$ cat src/hw/rtl/ubt_pkg.sv
// ubt_pkg: shared types and constants for the uart byte transmitter
// holds the phase encoding, command codes and reset defaults
// no dependencies
`timescale 1ns / 1ps

package ubt_pkg;

    localparam int unsigned DataBitsDefault = 8;
    localparam logic [7:0] WaitTicksReset = 8'd12;
    localparam logic [7:0] TickCountMax = 8'hFF;

    typedef enum logic [1:0] {
        CMD_TICK  = 2'd0,
        CMD_WRITE = 2'd1,
        CMD_START = 2'd2
    } command_t;

    typedef enum logic [4:0] {
        PH_IDLE   = 5'b00001,
        PH_START  = 5'b00010,
        PH_DWELL  = 5'b00100,
        PH_BIT    = 5'b01000,
        PH_FINISH = 5'b10000
    } phase_t;

endpackage

$ cat src/hw/rtl/uart_byte_transmitter_top.sv
// uart_byte_transmitter_top: 8n1 serial transmitter stepped one command at a time
// depends on ubt_pkg for phase encoding, command codes and reset values
//
// usage:
//   command channel (cmd_valid / cmd_stall, command, data_byte): each transfer is
//   a tick (0), a pending byte write (1) or a start request (2); code 3 changes
//   nothing but still yields a result
//   result channel (res_valid / res_stall, tx_line, busy_res): exactly one result
//   per command, giving the line level and busy flag after that command
//   wait_ticks_we / wait_ticks_wdata write the dwell count, only while idle; the block does not enforce this
// results: each result is registered in the result register, or first in the skid entry while that register is held
// throughput: one command per cycle while cmd_stall is low, set by the single
//   state update register stage; the result register plus one skid entry let a
//   command be taken while a result waits
// stall: with the result register and the skid entry both full, cmd_stall rises
//   until the receiver takes a result; no result is lost or repeated
// reset: line high, idle, counters and bytes zero, wait_ticks back to 12,
//   both result entries empty
`timescale 1ns / 1ps

module uart_byte_transmitter_top #(
    parameter int unsigned DATA_BITS = ubt_pkg::DataBitsDefault
) (
    input  logic       clk,
    input  logic       rst_n,
    input  logic       cmd_valid,
    output logic       cmd_stall,
    input  logic [1:0] command,
    input  logic [7:0] data_byte,
    output logic       res_valid,
    input  logic       res_stall,
    output logic       tx_line,
    output logic       busy_res,
    input  logic       wait_ticks_we,
    input  logic [7:0] wait_ticks_wdata
);

    localparam logic [3:0] DataBitsC  = 4'(DATA_BITS);
    localparam logic [3:0] FrameBitsC = 4'(DATA_BITS + 1);

    logic [7:0]      wait_ticks_reg;
    ubt_pkg::phase_t phase_reg, phase_next;
    logic [3:0]      bit_count_reg, bit_count_next;
    logic [7:0]      tick_count_reg, tick_count_next;
    logic            start_pending_reg, start_pending_next;
    logic [7:0]      pending_byte_reg, pending_byte_next;
    logic [7:0]      shift_byte_reg, shift_byte_next;
    logic            line_level_reg, line_level_next;

    logic            res_valid_reg, res_valid_next;
    logic            res_line_reg, res_line_next;
    logic            res_busy_reg, res_busy_next;
    logic            skid_valid_reg, skid_valid_next;
    logic            skid_line_reg, skid_line_next;
    logic            skid_busy_reg, skid_busy_next;

    logic            cmd_fire;
    logic            out_free;
    logic [7:0]      tick_inc;
    logic            new_line;
    logic            new_busy;

    assign cmd_stall = skid_valid_reg;
    assign cmd_fire  = cmd_valid & ~skid_valid_reg;
    assign out_free  = ~res_valid_reg | ~res_stall;
    assign tick_inc  = (tick_count_reg != ubt_pkg::TickCountMax) ?
                       tick_count_reg + 8'd1 : tick_count_reg;

    // state update for one command
    always_comb
    begin
        phase_next         = phase_reg;
        bit_count_next     = bit_count_reg;
        tick_count_next    = tick_count_reg;
        start_pending_next = start_pending_reg;
        pending_byte_next  = pending_byte_reg;
        shift_byte_next    = shift_byte_reg;
        line_level_next    = line_level_reg;
        if (cmd_fire)
        begin
            case (command)
                ubt_pkg::CMD_TICK:
                begin
                    case (phase_reg)
                        ubt_pkg::PH_IDLE:
                        begin
                            line_level_next = 1'b1;
                            if (start_pending_reg)
                            begin
                                shift_byte_next = pending_byte_reg;
                                phase_next      = ubt_pkg::PH_START;
                            end
                        end
                        ubt_pkg::PH_START:
                        begin
                            line_level_next = 1'b0;
                            bit_count_next  = 4'd0;
                            tick_count_next = 8'd0;
                            phase_next      = ubt_pkg::PH_DWELL;
                        end
                        ubt_pkg::PH_DWELL:
                        begin
                            tick_count_next = tick_inc;
                            if (tick_inc >= wait_ticks_reg)
                            begin
                                if (bit_count_reg < FrameBitsC)
                                    phase_next = ubt_pkg::PH_BIT;
                                else
                                    phase_next = ubt_pkg::PH_FINISH;
                            end
                        end
                        ubt_pkg::PH_BIT:
                        begin
                            tick_count_next = 8'd0;
                            if (bit_count_reg < DataBitsC)
                            begin
                                line_level_next = shift_byte_reg[0];
                                shift_byte_next = {1'b0, shift_byte_reg[7:1]};
                            end
                            else
                            begin
                                line_level_next = 1'b1;
                            end
                            bit_count_next = bit_count_reg + 4'd1;
                            phase_next     = ubt_pkg::PH_DWELL;
                        end
                        ubt_pkg::PH_FINISH:
                        begin
                            start_pending_next = 1'b0;
                            phase_next         = ubt_pkg::PH_IDLE;
                        end
                        default:
                        begin
                            line_level_next = 1'b1;
                            phase_next      = ubt_pkg::PH_IDLE;
                        end
                    endcase
                end
                ubt_pkg::CMD_WRITE:
                begin
                    pending_byte_next = data_byte;
                end
                ubt_pkg::CMD_START:
                begin
                    start_pending_next = 1'b1;
                end
                default:
                begin
                end
            endcase
        end
    end

    assign new_line = line_level_next;
    assign new_busy = (phase_next != ubt_pkg::PH_IDLE);

    // result register with one skid entry
    always_comb
    begin
        res_valid_next  = res_valid_reg;
        res_line_next   = res_line_reg;
        res_busy_next   = res_busy_reg;
        skid_valid_next = skid_valid_reg;
        skid_line_next  = skid_line_reg;
        skid_busy_next  = skid_busy_reg;
        if (out_free)
        begin
            if (skid_valid_reg)
            begin
                res_line_next = skid_line_reg;
                res_busy_next = skid_busy_reg;
            end
            else
            begin
                res_line_next = new_line;
                res_busy_next = new_busy;
            end
            res_valid_next  = skid_valid_reg | cmd_fire;
            skid_valid_next = 1'b0;
        end
        else if (cmd_fire)
        begin
            skid_valid_next = 1'b1;
            skid_line_next  = new_line;
            skid_busy_next  = new_busy;
        end
    end

    always_ff @(posedge clk or negedge rst_n)
    begin
        if (!rst_n)
        begin
            wait_ticks_reg    <= ubt_pkg::WaitTicksReset;
            phase_reg         <= ubt_pkg::PH_IDLE;
            bit_count_reg     <= 4'd0;
            tick_count_reg    <= 8'd0;
            start_pending_reg <= 1'b0;
            pending_byte_reg  <= 8'd0;
            shift_byte_reg    <= 8'd0;
            line_level_reg    <= 1'b1;
            res_valid_reg     <= 1'b0;
            skid_valid_reg    <= 1'b0;
        end
        else
        begin
            if (wait_ticks_we)
                wait_ticks_reg <= wait_ticks_wdata;
            phase_reg         <= phase_next;
            bit_count_reg     <= bit_count_next;
            tick_count_reg    <= tick_count_next;
            start_pending_reg <= start_pending_next;
            pending_byte_reg  <= pending_byte_next;
            shift_byte_reg    <= shift_byte_next;
            line_level_reg    <= line_level_next;
            res_valid_reg     <= res_valid_next;
            skid_valid_reg    <= skid_valid_next;
        end
    end

    // result payload, no reset needed
    always_ff @(posedge clk)
    begin
        res_line_reg  <= res_line_next;
        res_busy_reg  <= res_busy_next;
        skid_line_reg <= skid_line_next;
        skid_busy_reg <= skid_busy_next;
    end

    assign res_valid = res_valid_reg;
    assign tx_line   = res_line_reg;
    assign busy_res  = res_busy_reg;

endmodule

$ cat config.mk
export PLATFORM = sky130hd
export DESIGN_NAME = uart_byte_transmitter_top
export DESIGN_NICKNAME = d
export VERILOG_FILES = /design/src/hw/rtl/ubt_pkg.sv /design/src/hw/rtl/uart_byte_transmitter_top.sv
export SDC_FILE = /design/constraint.sdc
export NUM_CORES = 1
export LEC_CHECK = 0
export BUFFER_PORTS_ARGS = -buffer_cell sky130_fd_sc_hd__buf_2
export CORE_ASPECT_RATIO = 0.8
export CORE_MARGIN = 4
export CORE_UTILIZATION = 54
export DETAILED_ROUTE_END_ITERATION = 12
export GPL_ROUTABILITY_DRIVEN = 0
export PLACE_DENSITY_LB_ADDON = 0.3
export SYNTH_ARGS = -nofsm -noshare
export SYNTH_HDL_FRONTEND = slang
export SYNTH_SLANG_ARGS = --single-unit
$ cat constraint.sdc
create_clock -name clk -period 3.3 [get_ports clk]
set_input_delay 0.33 -clock clk [delete_from_list [all_inputs] [get_ports clk]]
set_output_delay 0.33 -clock clk [all_outputs]
set_load 0.01 [all_outputs]
# Yosys cells after proc, flatten, opt, wreduce, memory -nomap -nowiden

Index checks and enable logic that the tools add are counted.

Logic and storage cells: 74
Flip-flop bits (word level): 49
Output and inout bits: 4
Input port bits: 23

$lt $le $gt $ge: 3
Reduce and logical (&&, ||, !) cells: 14
Bitwise logic cells: 7
$add $sub $neg: 2
Muxes and demuxes: 22
Eq/ne operators: 12

Operators with widths:

| cell                                               | number |
|---|---|
| case mux 8 bit (2 select lines)                    | 2 |
| two-way mux 5 bit                                  | 5 |
| two-way mux 8 bit                                  | 3 |
| case mux 5 bit (3 select lines)                    | 1 |
| nonzero test 2 bit                                 | 5 |
| AND reduction 3 bit                                | 3 |
| adder 8 x 1 -> 8 bit (second input constant)       | 1 |
| >= comparator 8 bit                                | 1 |
| less-than comparator 4 bit (second input constant) | 2 |
| two-way mux 1 bit                                  | 8 |
| != test 8 bit (second input constant)              | 1 |
| case mux 4 bit (2 select lines)                    | 1 |
| == test 5 x 1 -> 1 bit (second input constant)     | 1 |
| == test 5 x 2 -> 1 bit (second input constant)     | 1 |
| == test 5 x 3 -> 1 bit (second input constant)     | 1 |
| == test 5 x 4 -> 1 bit (second input constant)     | 1 |
| == test 5 bit (second input constant)              | 1 |
| != test 5 x 1 -> 1 bit (second input constant)     | 1 |
| AND reduction 5 bit                                | 1 |
| adder 4 x 1 -> 4 bit (second input constant)       | 1 |
| != test 2 bit (second input constant)              | 2 |
| inverter 1 bit                                     | 4 |
| AND reduction 2 bit                                | 2 |
| OR reduction 2 bit                                 | 2 |
| 8 further kinds                                    | 9 |

# Longest topological paths before layout

Depth in word-level cells: 9
Depth in mapped cells: 11
Mapped depth without buffers: 10

# Worst setup path after synthesis

No wires, ideal clock.

Path type: reg2reg
From: register tick_count_reg[0]
To: register phase_reg[2]
Slack: 0.779 ns
Arrival time: 2.395 ns
Library setup time: 0.126 ns
Required time: 3.174 ns
Stages on the path, launching flop included: 11
Path through: dfrtp_1 ha_1 nand3_1 or2_2 clkbuf_1 xnor2_1 ha_1 nand2b_1 a21oi_1 o31a_1 a221o_1

Cells in the longest elaborated chain, start to end: 7
Elaborated cells between the ends (all ways): 8

RTL lines:

| what                                                  | RTL line                                                         | source |
|---|---|---|
| start, declared                                       | uart_byte_transmitter_top.sv:44                                  | `logic [7:0] tick_count_reg, tick_count_next;` |
| start signal, assigned                                | uart_byte_transmitter_top.sv:210                                 | `tick_count_reg <= tick_count_next;` |
| adder 8 x 1 -> 8 bit or != test 8 bit (tied branches) | uart_byte_transmitter_top.sv:67, uart_byte_transmitter_top.sv:66 |  |
| two-way mux 8 bit (*)                                 | uart_byte_transmitter_top.sv:66                                  | `assign tick_inc = (tick_count_reg != ubt_pkg::TickCountMax) ?` |
| >= comparator 8 bit (*)                               | uart_byte_transmitter_top.sv:104                                 | `if (tick_inc >= wait_ticks_reg)` |
| two-way mux 5 bit (*)                                 | uart_byte_transmitter_top.sv:104                                 |  |
| case mux 5 bit (3 select lines) (*)                   | uart_byte_transmitter_top.sv:84                                  | `case (phase_reg)` |
| two-way mux 5 bit (*)                                 | uart_byte_transmitter_top.sv:81                                  | `case (command)` |
| two-way mux 5 bit (*)                                 | uart_byte_transmitter_top.sv:79                                  | `if (cmd_fire)` |
| net phase_next[2]                                     | uart_byte_transmitter_top.sv:42                                  | `ubt_pkg::phase_t phase_reg, phase_next;` |
| end signal, assigned                                  | uart_byte_transmitter_top.sv:194                                 | `phase_reg <= ubt_pkg::PH_IDLE;` |
| end signal, assigned                                  | uart_byte_transmitter_top.sv:208                                 | `phase_reg <= phase_next;` |
| end, declared                                         | uart_byte_transmitter_top.sv:42                                  |  |

Mark *: on every way through the listed nets, which the timed path passes. The rest lies on a longest branch.
A chain may end at the register's enable or synchronous reset.

# Worst setup path in the final report

From: register tick_count_reg[0]
To: register phase_reg[4]

The elaborated chain is that of the path after synthesis.

==> summary.md <==
| Metric | Value |
|---|---|
| Synth unique cells | 54 |
| Final wirelength | ~5 mm |
| Ys Warns | 0 |
| VDD IR-drop max | 0.0004571 V |
| Nets | around 310 |
| Post-CTS setup buffer count | 0 |
| Number of I/O pins | 27 |
| # setup viols final | 0 |
| Commonest cells in the netlist | 41 x dfrtp_1, 29 x nand2_1, 25 x mux2_2, 19 x nor2_1, 14 x inv_1 |
| H-Tree Depth | 2 |
| Power share of the sequential group | between 40 and 50% |
| TritonCTS buffer count | 5 |
| Clock share of power | between 20% and 30% |
| Pre-antenna DRT Iters | 4 |
| CTS tree | built |
| Grt total ovfl | 0 |
| Cts repair resizes | 0 |
| Final clock skew | between 0.004 and 0.005 ns |
| Initial antenna violation count | 0 |
| Actual slew at the worst max-slew pin | 0.9711 ns |
| Leakage power | between 0.001 and 0.0015 uW |
| Die area | about 0.006 mm^2 |
| Die width | around 86 um |
| CP Class | reg2reg |
| Crit path required time | approximately 3.5 ns |
| CTS clk-pin slew, worst paths | 0.09 ns |
| Most numerous cell in the Yosys netlist | dfrtp_1 |
| Hold-fix buffers, CTS | 0 |
| Synth top area cells | dfrtp_1 39%, mux2_2 11%, ha_1 5.2% |
| Max_slew headroom | approximately a third |
| Crit path time final | ~2.7 ns |
| Share of cells above drive strength 1 | between 20% and 30% |
| Clock buffer depth | 2 |
| Core area | approximately 0.0047 mm^2 |
| Global-route wire length before repair | just under 9 mm |
| Tcrit/Tclk final | around four fifths |
| Placed inst area | 0.002801 mm^2 |
| Post-route design area | between 0.002 and 0.003 mm^2 |
| Worst-path maximum fanout | 6 |
| Sw Pwr | between 600 and 700 uW |
| Cell taking the most area after synthesis | dfrtp_1 |
| Sequential area share after synthesis | a little under half |
| Seq cells post-synth | 49 |
| Status | complete, no violations |
| DRC | 0 |
| DR iter-0 viols | ~170 |
| Post-Syn Area | between 0.002 and 0.003 mm^2 |
| Max-cap violations | 0 |
| Vias | a little under 2k |
| Die outline height | between 70 and 80 um |
| Final Util | a little over three fifths |
| Post-synth EDFFs | 4 |
| Detail Placement HPWL | about 3.6 mm |
| N_diodes | 0 |
| Sink Count | 49 |
| CP endpoint kind | flip-flop |
| Fin cells | roughly 340 |
| Logic pwr share | slightly above 30% |
| Syn Nets | just under 300 |
| Tot GR Track Use | 17.89% |
| Fmax | around 370 MHz |
| Final Max Slew Viols | 0 |
| Initial Utilization | 56.83% |
| Cell Int Power | 1228 uW |
| I/O Buffers | 26 |
| Row cnt | 22 |
| Post-placement cell count | roughly 330 |
| Largest net degree at the start of global routing | 46 |
| Antenna viol nets, final | 0 |
| Worst EP arrival | approximately 2.9 ns |
| Vias/cell | between 5 and 6 |
| Async S/R FF share, synth | just over 90% |
| Wire length per cell | roughly 15 um |
| Hold Violations, Final | 0 |
| P&R area growth vs syn | 10.03% |
| Crit path launch type | flip-flop |
| Clk_lat worst skew | approximately 0.31 ns |
| Synth Flop Type | dfrtp_1 |
| Sum Neg Setup Slack | 0 ns |
| Synth Area per Inst | around 10 um^2 |
| Switch share | 34.39% |
| RSZ-0062 raised after global routing | false |
| Pwr Density | between 600 and 700 mW/mm^2 |
| Synth top area share | 38.81% |
| FF-to-FF path depth | 10 |
| Vias in the first global route | 1857 |
| Worst Hold Class | in2async |
| Post-synthesis cell count | roughly 260 |
| Clock Tree Root | clkbuf_8 |
through the flow:
stage                     hold slack [ns]  setup WS [ns]  power [uW]
after floorplan                   0.03441         0.7792        1315
after global placement             0.4870         0.7452        1442
after detailed placement           0.4959         0.6215        1472
after CTS                          0.2117         0.6387        1884
after global routing               0.2257         0.4121        2003
final                              0.1649         0.6184        1872
path summary, 6_finish.rpt:
check / startpoint / to / slack, ns
min: rst_n / tick_count_reg[7] / 0.16
max reg2reg: tick_count_reg[0] / phase_reg[4] / 0.62
max: tick_count_reg[0] / phase_reg[4] / 0.62
max in group asynchronous: rst_n / tick_count_reg[0] / 2.53
min in group clk: wait_ticks_wdata[4] / wait_ticks_reg[4] / 0.22
min reg2reg: pending_byte_reg[4] / pending_byte_reg[4] / 0.51
cells in the final DEF (no fill, tap or decap), drive strengths merged, types with 2 or more instances in the layout:
cell,instances
nor2,19
a21o,2
clkbuf,6
nor4,2
ha,11
nand2b,2
or3,3
a31oi,2
nor4b,2
o22a,2
edfxtp,4
nand4,4
mux2,25
dfstp,4
buf,26
and3,3
nor3b,2
dfrtp,41
xnor2,3
nand3,11
nand2,29
inv,15
or4,2
a22o,5
a2bb2oi,2
or2,2
o31ai,2
nor3,3
o21a,4
o211ai,2
o21ai,16
a21oi,9
cell families after synthesis:
group                      synth area share [%]
buffers and inverters                     3.786
and+or+nand+nor                           16.85
xor gates and xnor gates                  1.325
muxes                                     11.03
DFF                                       47.33
adders and majority gates                 5.206
AOI/OAI and AO/OA                         14.48
power groups by stage:
stage	sequential, uW	combinational [uW]	clock [uW]
2_1_floorplan	843	472	0
3_3_place_gp	881	561	0
3_5_place_dp	889	583	0
4_1_cts	876	586	422
5_1_grt	902	663	438
6_report	880	584	409
layer usage:
metal	track usage [%]	routed length [um]	part of all wire (%)	vias to the layer above
met4	6.228	61	1.2	0
met5	0	0	0	-
met3	3.609	232	4.7	4
met1	27.30	2578	52	924
met2	25.41	2081	42	53
li1	-	-	-	979
worst max-delay path: stages (launching register included):
cell	delay, ns
dfrtp_1	0.45
ha_1	0.29
nand3_1	0.21
or2_2	0.41
nand3_1	0.10
o21a_1	0.12
ha_1	0.21
or3_1	0.34
a21oi_1	0.14
o31a_1	0.21
o31ai_1	0.09
area by class of cell:
class                           instances  area (um^2)
Multi-Input combinational cell        184         1292
Tap cell                               60        75.07
Clock buffer                            6        93.84
Fill cell                             380         1743
Clock inverter                          2        13.76
Inverter                               14        52.55
Timing Repair Buffer                   26        130.1
Sequential cell                        49         1251
(Power assumes the default switching activity.)
